==> src/hw/rtl/ansi_sgr_style_parser_top_macros.svh <==
// assertion macros shared by the sgr parser rtl
// depends on nothing; define NO_ASSERTIONS to compile them out
`ifndef ANSI_SGR_STYLE_PARSER_TOP_MACROS_SVH
`define ANSI_SGR_STYLE_PARSER_TOP_MACROS_SVH
`ifndef NO_ASSERTIONS
// property must hold at every clock edge outside reset
`define SGR_ASSERT_ALWAYS(label, clk, rst_n, prop, msg) \
    label: assert property (@(posedge clk) disable iff (!rst_n) (prop)) else $error(msg);
// trigger in one cycle implies outcome in the next
`define SGR_ASSERT_NEXT(label, clk, rst_n, trig, outcome, msg) \
    label: assert property (@(posedge clk) disable iff (!rst_n) (trig) |=> (outcome)) \
        else $error(msg);
`else
`define SGR_ASSERT_ALWAYS(label, clk, rst_n, prop, msg)
`define SGR_ASSERT_NEXT(label, clk, rst_n, trig, outcome, msg)
`endif
`endif

==> src/hw/rtl/ansi_sgr_pkg.sv <==
// shared types and constants of the sgr escape parser
// depends on nothing
package ansi_sgr_pkg;

    localparam logic [7:0] ESC_CHAR    = 8'h1b;
    localparam logic [7:0] LBRACKET    = 8'h5b;
    localparam logic [7:0] SEMICOLON   = 8'h3b;
    localparam logic [7:0] FINAL_M     = 8'h6d;
    localparam logic [7:0] DIGIT_ZERO  = 8'h30;
    localparam logic [7:0] DIGIT_NINE  = 8'h39;
    localparam logic [7:0] PARAM_MAX   = 8'd255;

    // sgr parameter codes understood by the parser
    localparam logic [7:0] SGR_RESET          = 8'd0;
    localparam logic [7:0] SGR_BOLD           = 8'd1;
    localparam logic [7:0] SGR_DIM            = 8'd2;
    localparam logic [7:0] SGR_UNDERLINE      = 8'd4;
    localparam logic [7:0] SGR_REVERSE        = 8'd7;
    localparam logic [7:0] SGR_NORMAL_WEIGHT  = 8'd22;
    localparam logic [7:0] SGR_NO_UNDERLINE   = 8'd24;
    localparam logic [7:0] SGR_NO_REVERSE     = 8'd27;
    localparam logic [7:0] SGR_FG_BASE        = 8'd30;
    localparam logic [7:0] SGR_FG_DEFAULT     = 8'd39;
    localparam logic [7:0] SGR_BG_BASE        = 8'd40;
    localparam logic [7:0] SGR_BG_DEFAULT     = 8'd49;
    localparam logic [7:0] SGR_FG_BRIGHT_BASE = 8'd90;
    localparam logic [7:0] SGR_BG_BRIGHT_BASE = 8'd100;
    // offset of the last colour of a colour group from its base
    localparam logic [7:0] SGR_COLOR_SPAN     = 8'd7;

    // queue between front and back
    localparam int FIFO_DEPTH = 4;
    localparam int FIFO_PTR_W = $clog2(FIFO_DEPTH);
    localparam int FIFO_CNT_W = $clog2(FIFO_DEPTH + 1);

    // work handed from the front to the back for one accepted item
    typedef struct packed {
        logic [1:0] res_count;   // results to emit, 0 to 2
        logic [7:0] byte0;
        logic       byte0_valid; // 0 only for the empty end marker
        logic [7:0] byte1;
        logic       last;        // item closes the text
        logic       apply_en;    // apply code to the style after emitting
        logic [7:0] code;
    } cmd_t;

    typedef struct packed {
        logic [2:0] fg;
        logic       fg_set;
        logic [2:0] bg;
        logic       bg_set;
        logic [3:0] attrs;       // bit0 bold, bit1 dim, bit2 underline, bit3 reverse
    } style_t;

endpackage

==> src/hw/rtl/ansi_sgr_if.sv <==
// valid/ready channel interfaces for the input and result items
// depends on nothing
interface ansi_sgr_in_if;
    logic       valid;
    logic       ready;
    logic [7:0] text_byte;
    logic       end_of_text;

    modport source (output valid, output text_byte, output end_of_text, input ready);
    modport sink (input valid, input text_byte, input end_of_text, output ready);
endinterface

interface ansi_sgr_out_if;
    logic       valid;
    logic       ready;
    logic [7:0] out_byte;
    logic       byte_valid;
    logic [2:0] fg_color;
    logic       fg_set;
    logic [2:0] bg_color;
    logic       bg_set;
    logic       bold;
    logic       dim;
    logic       underline;
    logic       reverse_video;
    logic       last_of_text;

    modport source (output valid, input ready, output out_byte, output byte_valid,
                    output fg_color, output fg_set, output bg_color, output bg_set,
                    output bold, output dim, output underline, output reverse_video,
                    output last_of_text);
    modport sink (input valid, output ready, input out_byte, input byte_valid,
                  input fg_color, input fg_set, input bg_color, input bg_set,
                  input bold, input dim, input underline, input reverse_video,
                  input last_of_text);
endinterface

==> src/hw/rtl/ansi_sgr_front.sv <==
// front end: accepts bytes, tracks escape parsing, builds commands for the queue
// depends on ansi_sgr_pkg and ansi_sgr_in_if
`include "ansi_sgr_style_parser_top_macros.svh"

module ansi_sgr_front
    import ansi_sgr_pkg::*;
(
    input  logic          clk,
    input  logic          rst_n,
    ansi_sgr_in_if.sink   in_ch,
    input  logic          fifo_full,
    output logic          push,
    output cmd_t          cmd
);

    localparam logic [1:0] MODE_PLAIN = 2'd0;
    localparam logic [1:0] MODE_ESC   = 2'd1;
    localparam logic [1:0] MODE_SEQ   = 2'd2;

    logic [1:0]  mode_reg, mode_next;
    logic [7:0]  param_reg, param_next;
    logic        digit_reg, digit_next;
    logic        accept;
    logic [11:0] param_acc;
    cmd_t        cmd_c;

    assign in_ch.ready = !fifo_full;
    assign accept      = in_ch.valid && in_ch.ready;

    // param * 10 + digit, saturated below
    assign param_acc = {1'b0, param_reg, 3'b000} + {3'b000, param_reg, 1'b0}
                     + {8'd0, in_ch.text_byte[3:0]};

    always_comb
    begin
        mode_next  = mode_reg;
        param_next = param_reg;
        digit_next = digit_reg;
        cmd_c              = '0;
        cmd_c.byte0_valid  = 1'b1;

        unique case (mode_reg)
            MODE_ESC:
            begin
                if (in_ch.text_byte == LBRACKET)
                begin
                    mode_next  = MODE_SEQ;
                    param_next = '0;
                    digit_next = 1'b0;
                end
                else
                begin
                    // held escape goes out as text
                    cmd_c.byte0     = ESC_CHAR;
                    cmd_c.res_count = 2'd1;
                    if (in_ch.text_byte == ESC_CHAR)
                    begin
                        mode_next = MODE_ESC;
                    end
                    else
                    begin
                        cmd_c.byte1     = in_ch.text_byte;
                        cmd_c.res_count = 2'd2;
                        mode_next       = MODE_PLAIN;
                    end
                end
            end
            MODE_SEQ:
            begin
                if (in_ch.text_byte >= DIGIT_ZERO && in_ch.text_byte <= DIGIT_NINE)
                begin
                    param_next = (param_acc > {4'd0, PARAM_MAX}) ? PARAM_MAX
                                                                 : param_acc[7:0];
                    digit_next = 1'b1;
                end
                else if (in_ch.text_byte == SEMICOLON)
                begin
                    cmd_c.apply_en = digit_reg;
                    cmd_c.code     = param_reg;
                    param_next     = '0;
                    digit_next     = 1'b0;
                end
                else if (in_ch.text_byte == FINAL_M)
                begin
                    // empty final parameter acts as a reset code
                    cmd_c.apply_en = 1'b1;
                    cmd_c.code     = digit_reg ? param_reg : 8'd0;
                    param_next     = '0;
                    digit_next     = 1'b0;
                    mode_next      = MODE_PLAIN;
                end
            end
            default:
            begin
                if (in_ch.text_byte == ESC_CHAR)
                begin
                    mode_next = MODE_ESC;
                end
                else
                begin
                    cmd_c.byte0     = in_ch.text_byte;
                    cmd_c.res_count = 2'd1;
                    mode_next       = MODE_PLAIN;
                end
            end
        endcase

        if (in_ch.end_of_text)
        begin
            if (mode_next == MODE_ESC)
            begin
                if (cmd_c.res_count == 2'd0)
                begin
                    cmd_c.byte0     = ESC_CHAR;
                    cmd_c.res_count = 2'd1;
                end
                else
                begin
                    cmd_c.byte1     = ESC_CHAR;
                    cmd_c.res_count = 2'd2;
                end
            end
            if (cmd_c.res_count == 2'd0)
            begin
                cmd_c.byte0       = 8'd0;
                cmd_c.byte0_valid = 1'b0;
                cmd_c.res_count   = 2'd1;
            end
            cmd_c.last = 1'b1;
            mode_next  = MODE_PLAIN;
            param_next = '0;
            digit_next = 1'b0;
        end
    end

    assign cmd  = cmd_c;
    assign push = accept && (cmd_c.res_count != 2'd0 || cmd_c.apply_en);

    always_ff @(posedge clk or negedge rst_n)
    begin
        if (!rst_n)
        begin
            mode_reg  <= MODE_PLAIN;
            param_reg <= '0;
            digit_reg <= 1'b0;
        end
        else if (accept)
        begin
            mode_reg  <= mode_next;
            param_reg <= param_next;
            digit_reg <= digit_next;
        end
    end

    `SGR_ASSERT_NEXT(a_end_resets_parser, clk, rst_n, accept && in_ch.end_of_text,
        mode_reg == MODE_PLAIN && param_reg == 8'd0 && !digit_reg,
        "parser not back in plain text after end of text")
    `SGR_ASSERT_ALWAYS(a_mode_reachable, clk, rst_n, mode_reg != 2'd3,
        "parser mode left the reachable set")

endmodule

==> src/hw/rtl/ansi_sgr_fifo.sv <==
// short command queue between the parser front and the style back end
// depends on ansi_sgr_pkg
`include "ansi_sgr_style_parser_top_macros.svh"

module ansi_sgr_fifo
    import ansi_sgr_pkg::*;
(
    input  logic clk,
    input  logic rst_n,
    input  logic push,
    input  cmd_t push_data,
    input  logic pop,
    output cmd_t head,
    output logic full,
    output logic empty
);

    cmd_t                  store_reg [FIFO_DEPTH];
    logic [FIFO_PTR_W-1:0] wr_ptr_reg;
    logic [FIFO_PTR_W-1:0] rd_ptr_reg;
    logic [FIFO_CNT_W-1:0] count_reg;

    assign full  = (count_reg == FIFO_CNT_W'(FIFO_DEPTH));
    assign empty = (count_reg == '0);
    assign head  = store_reg[rd_ptr_reg];

    always_ff @(posedge clk)
    begin
        if (push)
        begin
            store_reg[wr_ptr_reg] <= push_data;
        end
    end

    always_ff @(posedge clk or negedge rst_n)
    begin
        if (!rst_n)
        begin
            wr_ptr_reg <= '0;
            rd_ptr_reg <= '0;
            count_reg  <= '0;
        end
        else
        begin
            if (push)
            begin
                wr_ptr_reg <= wr_ptr_reg + 1'b1;
            end
            if (pop)
            begin
                rd_ptr_reg <= rd_ptr_reg + 1'b1;
            end
            if (push && !pop)
            begin
                count_reg <= count_reg + 1'b1;
            end
            else if (pop && !push)
            begin
                count_reg <= count_reg - 1'b1;
            end
        end
    end

    `SGR_ASSERT_ALWAYS(a_no_push_full, clk, rst_n, !(push && full),
        "command pushed into a full queue")
    `SGR_ASSERT_ALWAYS(a_no_pop_empty, clk, rst_n, !(pop && empty),
        "command popped from an empty queue")

endmodule

==> src/hw/rtl/ansi_sgr_back.sv <==
// back end: holds the style, emits results, applies sgr codes
// depends on ansi_sgr_pkg and ansi_sgr_out_if
`include "ansi_sgr_style_parser_top_macros.svh"

module ansi_sgr_back
    import ansi_sgr_pkg::*;
(
    input  logic           clk,
    input  logic           rst_n,
    input  cmd_t           head,
    input  logic           empty,
    output logic           pop,
    ansi_sgr_out_if.source out_ch
);

    style_t     style_reg, style_next;
    logic       idx_reg, idx_next;
    logic       out_valid_reg;
    logic       out_load;
    logic       emit;
    logic [7:0] res_byte;
    logic       res_valid;
    logic       res_last;
    logic [7:0] res_byte_reg;
    logic       res_valid_reg;
    logic       res_last_reg;
    style_t     res_style_reg;
    logic [7:0] code_fg;
    logic [7:0] code_bg;
    logic [7:0] code_fg_hi;
    logic [7:0] code_bg_hi;
    style_t     applied;

    assign out_load = !out_valid_reg || out_ch.ready;

    // pick the result to emit from the head command
    always_comb
    begin
        emit      = 1'b0;
        pop       = 1'b0;
        idx_next  = idx_reg;
        res_byte  = head.byte0;
        res_valid = head.byte0_valid;
        res_last  = head.last && (head.res_count == 2'd1);
        if (idx_reg)
        begin
            res_byte  = head.byte1;
            res_valid = 1'b1;
            res_last  = head.last;
        end
        if (!empty)
        begin
            if (head.res_count == 2'd0)
            begin
                pop = 1'b1;
            end
            else if (out_load)
            begin
                emit = 1'b1;
                if ({1'b0, idx_reg} == head.res_count - 2'd1)
                begin
                    pop      = 1'b1;
                    idx_next = 1'b0;
                end
                else
                begin
                    idx_next = 1'b1;
                end
            end
        end
    end

    assign code_fg    = head.code - SGR_FG_BASE;
    assign code_bg    = head.code - SGR_BG_BASE;
    assign code_fg_hi = head.code - SGR_FG_BRIGHT_BASE;
    assign code_bg_hi = head.code - SGR_BG_BRIGHT_BASE;

    // one sgr code on the current style
    always_comb
    begin
        applied = style_reg;
        priority if (head.code == SGR_RESET)
        begin
            applied = '0;
        end
        else if (head.code == SGR_BOLD)
        begin
            applied.attrs[0] = 1'b1;
        end
        else if (head.code == SGR_DIM)
        begin
            applied.attrs[1] = 1'b1;
        end
        else if (head.code == SGR_UNDERLINE)
        begin
            applied.attrs[2] = 1'b1;
        end
        else if (head.code == SGR_REVERSE)
        begin
            applied.attrs[3] = 1'b1;
        end
        else if (head.code == SGR_NORMAL_WEIGHT)
        begin
            applied.attrs[1:0] = 2'b00;
        end
        else if (head.code == SGR_NO_UNDERLINE)
        begin
            applied.attrs[2] = 1'b0;
        end
        else if (head.code == SGR_NO_REVERSE)
        begin
            applied.attrs[3] = 1'b0;
        end
        else if (head.code == SGR_FG_DEFAULT)
        begin
            applied.fg     = 3'd0;
            applied.fg_set = 1'b0;
        end
        else if (head.code == SGR_BG_DEFAULT)
        begin
            applied.bg     = 3'd0;
            applied.bg_set = 1'b0;
        end
        else if (head.code >= SGR_FG_BASE && head.code <= SGR_FG_BASE + SGR_COLOR_SPAN)
        begin
            applied.fg     = code_fg[2:0];
            applied.fg_set = 1'b1;
        end
        else if (head.code >= SGR_BG_BASE && head.code <= SGR_BG_BASE + SGR_COLOR_SPAN)
        begin
            applied.bg     = code_bg[2:0];
            applied.bg_set = 1'b1;
        end
        else if (head.code >= SGR_FG_BRIGHT_BASE
                 && head.code <= SGR_FG_BRIGHT_BASE + SGR_COLOR_SPAN)
        begin
            applied.fg       = code_fg_hi[2:0];
            applied.fg_set   = 1'b1;
            applied.attrs[0] = 1'b1;
        end
        else if (head.code >= SGR_BG_BRIGHT_BASE
                 && head.code <= SGR_BG_BRIGHT_BASE + SGR_COLOR_SPAN)
        begin
            applied.bg     = code_bg_hi[2:0];
            applied.bg_set = 1'b1;
        end
        else
        begin
            applied = style_reg;
        end
    end

    always_comb
    begin
        style_next = style_reg;
        if (pop)
        begin
            if (head.last)
            begin
                style_next = '0;
            end
            else if (head.apply_en)
            begin
                style_next = applied;
            end
        end
    end

    always_ff @(posedge clk or negedge rst_n)
    begin
        if (!rst_n)
        begin
            style_reg     <= '0;
            idx_reg       <= 1'b0;
            out_valid_reg <= 1'b0;
        end
        else
        begin
            style_reg <= style_next;
            idx_reg   <= idx_next;
            if (emit)
            begin
                out_valid_reg <= 1'b1;
            end
            else if (out_ch.ready)
            begin
                out_valid_reg <= 1'b0;
            end
        end
    end

    always_ff @(posedge clk)
    begin
        if (emit)
        begin
            res_byte_reg  <= res_valid ? res_byte : 8'd0;
            res_valid_reg <= res_valid;
            res_last_reg  <= res_last;
            res_style_reg <= res_valid ? style_reg : '0;
        end
    end

    assign out_ch.valid         = out_valid_reg;
    assign out_ch.out_byte      = res_byte_reg;
    assign out_ch.byte_valid    = res_valid_reg;
    assign out_ch.fg_color      = res_style_reg.fg;
    assign out_ch.fg_set        = res_style_reg.fg_set;
    assign out_ch.bg_color      = res_style_reg.bg;
    assign out_ch.bg_set        = res_style_reg.bg_set;
    assign out_ch.bold          = res_style_reg.attrs[0];
    assign out_ch.dim           = res_style_reg.attrs[1];
    assign out_ch.underline     = res_style_reg.attrs[2];
    assign out_ch.reverse_video = res_style_reg.attrs[3];
    assign out_ch.last_of_text  = res_last_reg;

    `SGR_ASSERT_ALWAYS(a_empty_only_at_end, clk, rst_n,
        !out_valid_reg || res_valid_reg || res_last_reg,
        "result without a byte that does not close the text")
    `SGR_ASSERT_NEXT(a_style_clear_after_end, clk, rst_n, pop && head.last,
        style_reg == '0, "style not cleared after end of text")

endmodule

==> src/hw/rtl/ansi_sgr_style_parser_top.sv <==
// top level of the sgr escape parser: front, command queue and back end
// depends on ansi_sgr_pkg, ansi_sgr_if, ansi_sgr_front, ansi_sgr_fifo, ansi_sgr_back

// strips ESC [ params m sequences from a byte stream and tags every visible
// byte with the running style (foreground, background, bold, dim, underline,
// reverse video). one input item per cycle is taken as long as the command
// queue has room; an item that yields two results (a held ESC released
// together with the next byte) holds the result register for both of them,
// so the back end runs behind the input on those items. the queue is four
// commands deep and absorbs short bursts and output stalls. the style and
// the parser return to reset after the item marked end_of_text; an item with
// end_of_text that shows no byte yields one result with byte_valid low and
// last_of_text high. with an empty queue and no output stall, the first
// result of an item is written into the command queue when the item is
// accepted and then into the result register, from which it is offered.
module ansi_sgr_style_parser_top
    import ansi_sgr_pkg::*;
(
    input  logic           clk,
    input  logic           rst_n,
    ansi_sgr_in_if.sink    in_ch,
    ansi_sgr_out_if.source out_ch
);

    // queue handshake between front and back
    logic push;
    logic pop;
    logic full;
    logic empty;
    cmd_t push_cmd;
    cmd_t head_cmd;

    // parse state and command building
    ansi_sgr_front u_front (
        .clk       (clk),
        .rst_n     (rst_n),
        .in_ch     (in_ch),
        .fifo_full (full),
        .push      (push),
        .cmd       (push_cmd)
    );

    // decouples parsing from output stalls
    ansi_sgr_fifo u_fifo (
        .clk       (clk),
        .rst_n     (rst_n),
        .push      (push),
        .push_data (push_cmd),
        .pop       (pop),
        .head      (head_cmd),
        .full      (full),
        .empty     (empty)
    );

    // style register and result register
    ansi_sgr_back u_back (
        .clk    (clk),
        .rst_n  (rst_n),
        .head   (head_cmd),
        .empty  (empty),
        .pop    (pop),
        .out_ch (out_ch)
    );

endmodule

==> src/flat_wrapper.sv <==
// flat-port wrapper written by rule: the top's interface ports become plain ports
module ansi_sgr_style_parser_top_flat import ansi_sgr_pkg::*;
  (clk, rst_n, in_ch_valid, in_ch_text_byte, in_ch_end_of_text, in_ch_ready, out_ch_valid, out_ch_ready, out_ch_out_byte, out_ch_byte_valid, out_ch_fg_color, out_ch_fg_set, out_ch_bg_color, out_ch_bg_set, out_ch_bold, out_ch_dim, out_ch_underline, out_ch_reverse_video, out_ch_last_of_text);
  ansi_sgr_in_if in_ch_i ();
  ansi_sgr_out_if out_ch_i ();
  input  logic clk;
  input  logic rst_n;
  input wire logic [$bits(in_ch_i.valid)-1:0] in_ch_valid;
  input wire logic [$bits(in_ch_i.text_byte)-1:0] in_ch_text_byte;
  input wire logic [$bits(in_ch_i.end_of_text)-1:0] in_ch_end_of_text;
  output wire logic [$bits(in_ch_i.ready)-1:0] in_ch_ready;
  output wire logic [$bits(out_ch_i.valid)-1:0] out_ch_valid;
  input wire logic [$bits(out_ch_i.ready)-1:0] out_ch_ready;
  output wire logic [$bits(out_ch_i.out_byte)-1:0] out_ch_out_byte;
  output wire logic [$bits(out_ch_i.byte_valid)-1:0] out_ch_byte_valid;
  output wire logic [$bits(out_ch_i.fg_color)-1:0] out_ch_fg_color;
  output wire logic [$bits(out_ch_i.fg_set)-1:0] out_ch_fg_set;
  output wire logic [$bits(out_ch_i.bg_color)-1:0] out_ch_bg_color;
  output wire logic [$bits(out_ch_i.bg_set)-1:0] out_ch_bg_set;
  output wire logic [$bits(out_ch_i.bold)-1:0] out_ch_bold;
  output wire logic [$bits(out_ch_i.dim)-1:0] out_ch_dim;
  output wire logic [$bits(out_ch_i.underline)-1:0] out_ch_underline;
  output wire logic [$bits(out_ch_i.reverse_video)-1:0] out_ch_reverse_video;
  output wire logic [$bits(out_ch_i.last_of_text)-1:0] out_ch_last_of_text;
  assign in_ch_i.valid = in_ch_valid;
  assign in_ch_i.text_byte = in_ch_text_byte;
  assign in_ch_i.end_of_text = in_ch_end_of_text;
  assign in_ch_ready = in_ch_i.ready;
  assign out_ch_valid = out_ch_i.valid;
  assign out_ch_i.ready = out_ch_ready;
  assign out_ch_out_byte = out_ch_i.out_byte;
  assign out_ch_byte_valid = out_ch_i.byte_valid;
  assign out_ch_fg_color = out_ch_i.fg_color;
  assign out_ch_fg_set = out_ch_i.fg_set;
  assign out_ch_bg_color = out_ch_i.bg_color;
  assign out_ch_bg_set = out_ch_i.bg_set;
  assign out_ch_bold = out_ch_i.bold;
  assign out_ch_dim = out_ch_i.dim;
  assign out_ch_underline = out_ch_i.underline;
  assign out_ch_reverse_video = out_ch_i.reverse_video;
  assign out_ch_last_of_text = out_ch_i.last_of_text;
  ansi_sgr_style_parser_top u_core (.clk(clk), .rst_n(rst_n), .in_ch(in_ch_i), .out_ch(out_ch_i));
endmodule
==> config.mk <==
export PLATFORM = sky130hd
export DESIGN_NAME = ansi_sgr_style_parser_top_flat
export DESIGN_NICKNAME = d
export VERILOG_FILES = /design/src/hw/rtl/ansi_sgr_pkg.sv /design/src/hw/rtl/ansi_sgr_if.sv /design/src/hw/rtl/ansi_sgr_front.sv /design/src/hw/rtl/ansi_sgr_fifo.sv /design/src/hw/rtl/ansi_sgr_back.sv /design/src/hw/rtl/ansi_sgr_style_parser_top.sv /design/src/flat_wrapper.sv
export VERILOG_INCLUDE_DIRS = /design/src /design/src/hw/rtl
export SDC_FILE = /design/constraint.sdc
export NUM_CORES = 1
export LEC_CHECK = 0
export ABC_AREA = 1
export BUFFER_PORTS_ARGS = -buffer_cell sky130_fd_sc_hd__buf_2
export CELL_PAD_IN_SITES_DETAIL_PLACEMENT = 0
export CELL_PAD_IN_SITES_GLOBAL_PLACEMENT = 1
export CORE_MARGIN = 2
export CORE_UTILIZATION = 50
export DETAILED_ROUTE_END_ITERATION = 8
export PLACE_DENSITY_LB_ADDON = 0.1
export SLEW_MARGIN = 0
export SYNTH_ARGS = -nofsm -noshare
export SYNTH_HDL_FRONTEND = slang
export SYNTH_SLANG_ARGS = --single-unit
==> constraint.sdc <==
create_clock -name clk -period 9.7 [get_ports clk]
set_input_delay 2.91 -clock clk [delete_from_list [all_inputs] [get_ports clk]]
set_output_delay 2.91 -clock clk [all_outputs]
set_load 0.01 [all_outputs]
-- Word level (Yosys, flattened, before mapping)
Memory sizes are Yosys's and may differ from the RTL's.
Cells that the tools add are included.
- register bits: 54
- latch bits: 0
- RAM bits: 116
- ROM bits: 0
- output and inout port bits: 24
- word-level logic and storage cells: 267
- memories kept: 1
- add/sub/neg operators: 11
- multiply operators: 0
- divide/modulo/power cells: 0
- magnitude comparators: 11
- equality and inequality tests: 48
- shift operators: 0
- muxes and demuxes: 130
- bitwise logic cells: 2
- reductions and logical operators: 40
- memory list (name ; words ; width ; read ports ; clocked after Yosys merged registers in ; write ports ; line ; text):
    u_core.u_fifo.store_reg ; 4 ; 29 ; 1 ; 0 ; 1 ; ansi_sgr_fifo.sv:18 ; cmd_t store_reg [FIFO_DEPTH];
- operator list (cell ; count):
    $mux W8 ; 36
    $mux W7 ; 13
    $mux W9 ; 7
    $mux W10 ; 5
    $ne A5 B5 Y1 const B ; 9
    $ne A4 B4 Y1 const B ; 11
    $mux W4 ; 10
    $mux W12 ; 3
    $mux W3 ; 11
    $eq A8 B5 Y1 const B ; 4
    $mux W1 ; 28
    $ne A3 B3 Y1 const B ; 9
    $eq A8 B6 Y1 const B ; 3
    $le A8 B6 Y1 const B ; 3
    $reduce_and A12 Y1 ; 2
    $mux W11 ; 2
    $mux W2 ; 10
    $mux W20 ; 1
    $pmux W10 S2 ; 1
    $eq A8 B3 Y1 const B ; 2
    $eq A8 B7 Y1 const B ; 2
    $ge A8 B6 Y1 const B ; 2
    $ge A8 B7 Y1 const B ; 2
    $le A8 B7 Y1 const B ; 2
    36 further kinds ; 64

-- Depth between registers and ports, before layout
An unclocked memory read counts as a cell.
- depth in word-level cells: 56
- gate-level depth with buffers: 17
- depth with buffers taken out: 17

-- By module
A second synthesis with hierarchy kept.
- cell total of the unflattened synthesis: 913
- area, all modules: 8879.8 µm²
- modules (own cells, without submodules) (module ; instances ; cells an instance ; area each (µm²)):
    ansi_sgr_fifo ; 1 ; 386 ; 5099.9
    ansi_sgr_back ; 1 ; 278 ; 2187.1
    ansi_sgr_front ; 1 ; 249 ; 1592.8

-- Worst setup path after synthesis
OpenSTA, ideal clock, no wires.
- path type: input -> register
- from: input in_ch_text_byte[2]
- to: memory u_core.u_fifo.store_reg[0][0] in the netlist's numbering, enable pin
- library setup time: 415 ps
- data arrival time: 5106 ps
- data required time: 9285 ps
- slack: 4179 ps
- stages on the path: 11
- path buffers: 0
- cell sequence: inv_1 > nand4_1 > inv_2 > nand3_2 > o21ai_0 > o21ai_0 > nand3_1 > inv_1 > nand2_1 > nand2_1 > nor2_1
- cells in the longest elaborated chain, start to end: 16
- ends and longest elaborated chain (item ; line ; text):
    start, declared ; flat_wrapper.sv:9 ; input wire logic [$bits(in_ch_i.text_byte)-1:0] in_ch_text_byte;
    parallel branches: the longest is 12 deep, another holds $ge A8 B6 Y1 ; n/a ;
    $logic_or A1 B1 Y1 (*) ; ansi_sgr_front.sv:137 ; assign push = accept && (cmd_c.res_count != 2'd0 || cmd_c.apply_en);
    $logic_and A1 B1 Y1 (*) ; ansi_sgr_front.sv:137 ;
    $mux W1 (*) ; ansi_sgr_fifo.sv:29 ; if (push)
    $mux W1 (not written as such) (*) ; ansi_sgr_fifo.sv:31 ; store_reg[wr_ptr_reg] <= push_data;
    end, declared ; ansi_sgr_fifo.sv:18 ;
Mark *: on every way between the ends. The select of a mux whose other input is x is not followed.

-- Worst setup path in the final report
- from: input in_ch_text_byte[2]
- to: register u_core.u_fifo.count_reg[2]
- cells in the longest elaborated chain, start to end: 17
- ends and longest elaborated chain (item ; line ; text):
    parallel branches: the longest is 12 deep, another holds $ge A8 B6 Y1 ; n/a ;
    $logic_or A1 B1 Y1 (*) ; ansi_sgr_front.sv:137 ;
    $logic_and A1 B1 Y1 (*) ; ansi_sgr_front.sv:137 ;
    net u_core.push ; ansi_sgr_style_parser_top.sv:26 ; logic push;
    $logic_not A1 Y1 ; ansi_sgr_fifo.sv:57 ; else if (pop && !push)
    $logic_and A1 B1 Y1 ; ansi_sgr_fifo.sv:57 ;
    $reduce_bool A2 Y1 (no source line) ; n/a ;
    end signal, assigned ; ansi_sgr_fifo.sv:55 ; count_reg <= count_reg + 1'b1;
    end signal, assigned ; ansi_sgr_fifo.sv:59 ; count_reg <= count_reg - 1'b1;
    end, declared ; ansi_sgr_fifo.sv:21 ; logic [FIFO_CNT_W-1:0] count_reg;
Mark *: on every way through the listed nets, which the timed path passes. The select of a mux whose other input is x is not followed.
A chain may end at the register's enable or synchronous reset.

==> flow_summary.toml <==
[worst_setup_path]
r2r_start = "u_core.u_fifo.rd_ptr_reg[0]$_DFFE_PN0P_"
worst-r2r-cell-count = 12
timing.rr.end = "u_core.u_fifo.count_reg[1]$_DFFE_PN0P_"
end_kind = "register"
cp_max_fo = 6
crit_type = "input pin to register"
cp-start-kind = "input pin"
arrival_ns = 5.32
crit_required_ns = 10.01
reg2reg_setup_slack_ns = 6.32

[yosys]
synth_ff_type = "edfxtp_1"
synthesis.yosys.warnings = 0
synth-edff-count = 138
synth.largest_area_cell = "edfxtp_1"
ys_types = 45
synth.area.top_cells = "edfxtp_1, dfrtp_1, nand2_1, nor2_1, ha_1"
syn-num-nets = 857
ys_async_sr_fraction_pct = 18.8
netlist_area_mm2 = 0.00837
synthDominantCellAreaShare_pct = 49.5
synthCells = 817
ys_seq_area_share_pct = 59.1
syn_avg_cell_area_um2 = 10.2
ys_ff_latch = 170

[global_routing]
grt_max_degree = 62
grt_usage_pct = 21.4
antenna_found_initial = 0
grt_pass1_vias = 5646
grt_pass1_wl_mm = 29.5
grt_overflow = 0

[routing]
drc = 0
viasPerCell = 5.28
firstDrtPassIters = 5
drt-total-wl_mm = 18.0
drt_iter0_drc = 451
wire_per_inst_um = 16.6
via_count = 5754
ant_nets = 0

[cells_and_area]
fin_area_mm2 = 0.00936
nets = 897
largest_register_ffs = 116
n_antenna_cell = 0
final_cells = 1089
area_growth_syn_to_layout_pct = 11.8
final_layout_size_suffix_gt1_share_pct = 16.7
nFillCells = 1493

[pwr]
total_power_uw = 2940
intPower_uw = 1760
p_leak_uw = 0.00391
switching_share_pct = 40.2
power_density_mw_per_mm2 = 315
pwr-share-comb_pct = 40.9
seq_power_share_pct = 36.1
p_sw_uw = 1180
pwr-share-clk_pct = 23.0
ir_worst_vdd_mv = 0.188

[clock_tree]
clockBufferDepth = 2
post_cts_buffers = 0
cts_hold_buf = 0
cts_sinks = 170
cts_max_level = 4
postCtsResizedCells = 0
cts_root_buf = "clkbuf_16"
cts_buffers = 17
tritoncts = "yes"
clock_latency_ns = 0.43
path_clk_slew_ns = 0.06

[timing]
finalSetupViolCount = 0
clock.fmax_mhz = 199
setup_tns_ns = 0
slew_headroom_pct = 39.1
maxSlewViolCount = 0
min_period_ns = 5.02
period_share_pct = 51.7
hold_viol_final = 0
holdWs_ns = 0.481
tightest_slew_ns = 0.908
fin_worst_skew_ns = 0.00897
rsz0062_at_grt = "false"

[floorplan]
die_y_um = 133
std_cell_rows = 47
start_util_pct = 50.8
core_area_mm2 = 0.0165
dieArea_mm2 = 0.0178
ios = 37
chipWidth_um = 133

[placement]
dp.cells = 1058
dpl_cell_area_mm2 = 0.00877
hpwl_mm = 12.2
portBuffers = 36
place.gp.congestion = 0.856

[min_path]
hold_end = "u_core.u_back.style_reg[5]$_DFFE_PN0P_"
min_delay_path_depth = 2
hold_start = "u_core.u_back.style_reg[5]$_DFFE_PN0P_"
hold_class = "register to register"

[job]
drv_cap = 0

[status]
outcome = "finished clean"
-- worst max-delay path by stage --
stage / start / to / cells past startpoint
after detailed placement: in_ch_text_byte[2] / u_core.u_fifo.count_reg[2]$_DFFE_PN0P_ / 18
after global placement: in_ch_text_byte[2] / u_core.u_fifo.count_reg[2]$_DFFE_PN0P_ / 18
after floorplan: in_ch_text_byte[2] / u_core.u_fifo.store_reg[0][0]$_DFFE_PP_ / 11
after CTS: in_ch_text_byte[2] / u_core.u_fifo.count_reg[2]$_DFFE_PN0P_ / 18
final: in_ch_text_byte[2] / u_core.u_fifo.count_reg[2]$_DFFE_PN0P_ / 18
after global routing: in_ch_text_byte[2] / u_core.u_fifo.count_reg[2]$_DFFE_PN0P_ / 18
-- placed cells by master (no fill, tap or decap), drive strengths merged, types with 6 or more instances in the layout --
master,n
dfrtp,32
o21ai,72
nand4,10
inv,95
nor2,123
nor3,18
buf,43
edfxtp,138
o211ai,8
a21oi,14
clkbuf,18
nand2,180
a31oi,9
ha,24
clkinv,6
o22ai,11
nand3,41
-- cells in the mapped netlist (9+ instances only) --
cell type  number
nor3_1         17
nand3_2        17
ha_1           24
a21oi_1        13
dfrtp_1        32
inv_1          78
nand3_1        23
o21ai_1        12
nand2_2        13
o22ai_1        11
nand4_1         9
inv_2           9
nand2_4        10
o21ai_0        60
edfxtp_1      138
a31oi_1         9
nand2_1       157
clkbuf_1       11
nor2_1        115
-- power groups by stage --
| stage | Combinational [uW] | Clock, uW | Sequential (uW) |
|---|---|---|---|
| 2_1_floorplan | 875 | 0 | 1100 |
| 3_3_place_gp | 1190 | 0 | 1070 |
| 3_5_place_dp | 1210 | 0 | 1080 |
| 4_1_cts | 1220 | 687 | 1060 |
| 5_1_grt | 1360 | 717 | 1080 |
| 6_report | 1200 | 678 | 1060 |
-- final cells by class --
cell class              instances  area (um^2)  share of cell area, %
clock buffers                  18          429                   4.59
clock inverters                13          160                   1.71
inverters                      91          347                   3.70
multi-input cells             534         2970                   31.7
flip-flops and latches        170         4940                   52.8
well taps                     220          275                   2.94
repair buffers                 43          233                   2.49
-- worst max-delay path, stage by stage --
cell and delay, ns:
buf_2 0.13, inv_1 0.09, nand4_1 0.13, inv_2 0.09, nand3_2 0.10, o21ai_0 0.21, o21ai_0 0.18, nand3_1 0.10
inv_1 0.04, nand2_1 0.04, nand2_1 0.17, inv_1 0.15, ha_1 0.15, inv_1 0.06, fa_1 0.37, a21oi_1 0.15
o21ai_0 0.11, xnor2_1 0.14
-- through the flow --
stage          worst slack [ns]  utilization, %
4_1_cts                    4.72            56.8
2_1_floorplan              4.18               -
3_3_place_gp               4.33            53.2
5_1_grt                    4.39            56.8
6_report                   4.68            56.8
3_5_place_dp               4.28            53.2
-- kinds of logic (layout without fill, tap and decap cells) --
kind of cell	after synthesis	count (layout)	synth area share, %
multiplexers	1	1	0.135
flip-flops	170	170	59.1
XOR/XNOR	8	8	0.837
AND/OR/NAND/NOR	378	378	21.9
AO/OA/AOI/OAI	120	120	8.09
adder cells (fa/ha/maj)	27	27	4.31
buffers and inverters	113	165	5.64
-- layer usage --
| layer | vias up | global-route usage (%) | share of wire (%) |
|---|---|---|---|
| li1 | 2860 | - | - |
| met1 | 2754 | 30.6 | 48 |
| met2 | 121 | 34.2 | 47 |
| met3 | 19 | 3.46 | 4.0 |
| met4 | 0 | 6.38 | 1.4 |
| met5 | - | 0 | 0 |
No activity file was read; power rests on OpenSTA's default activity.
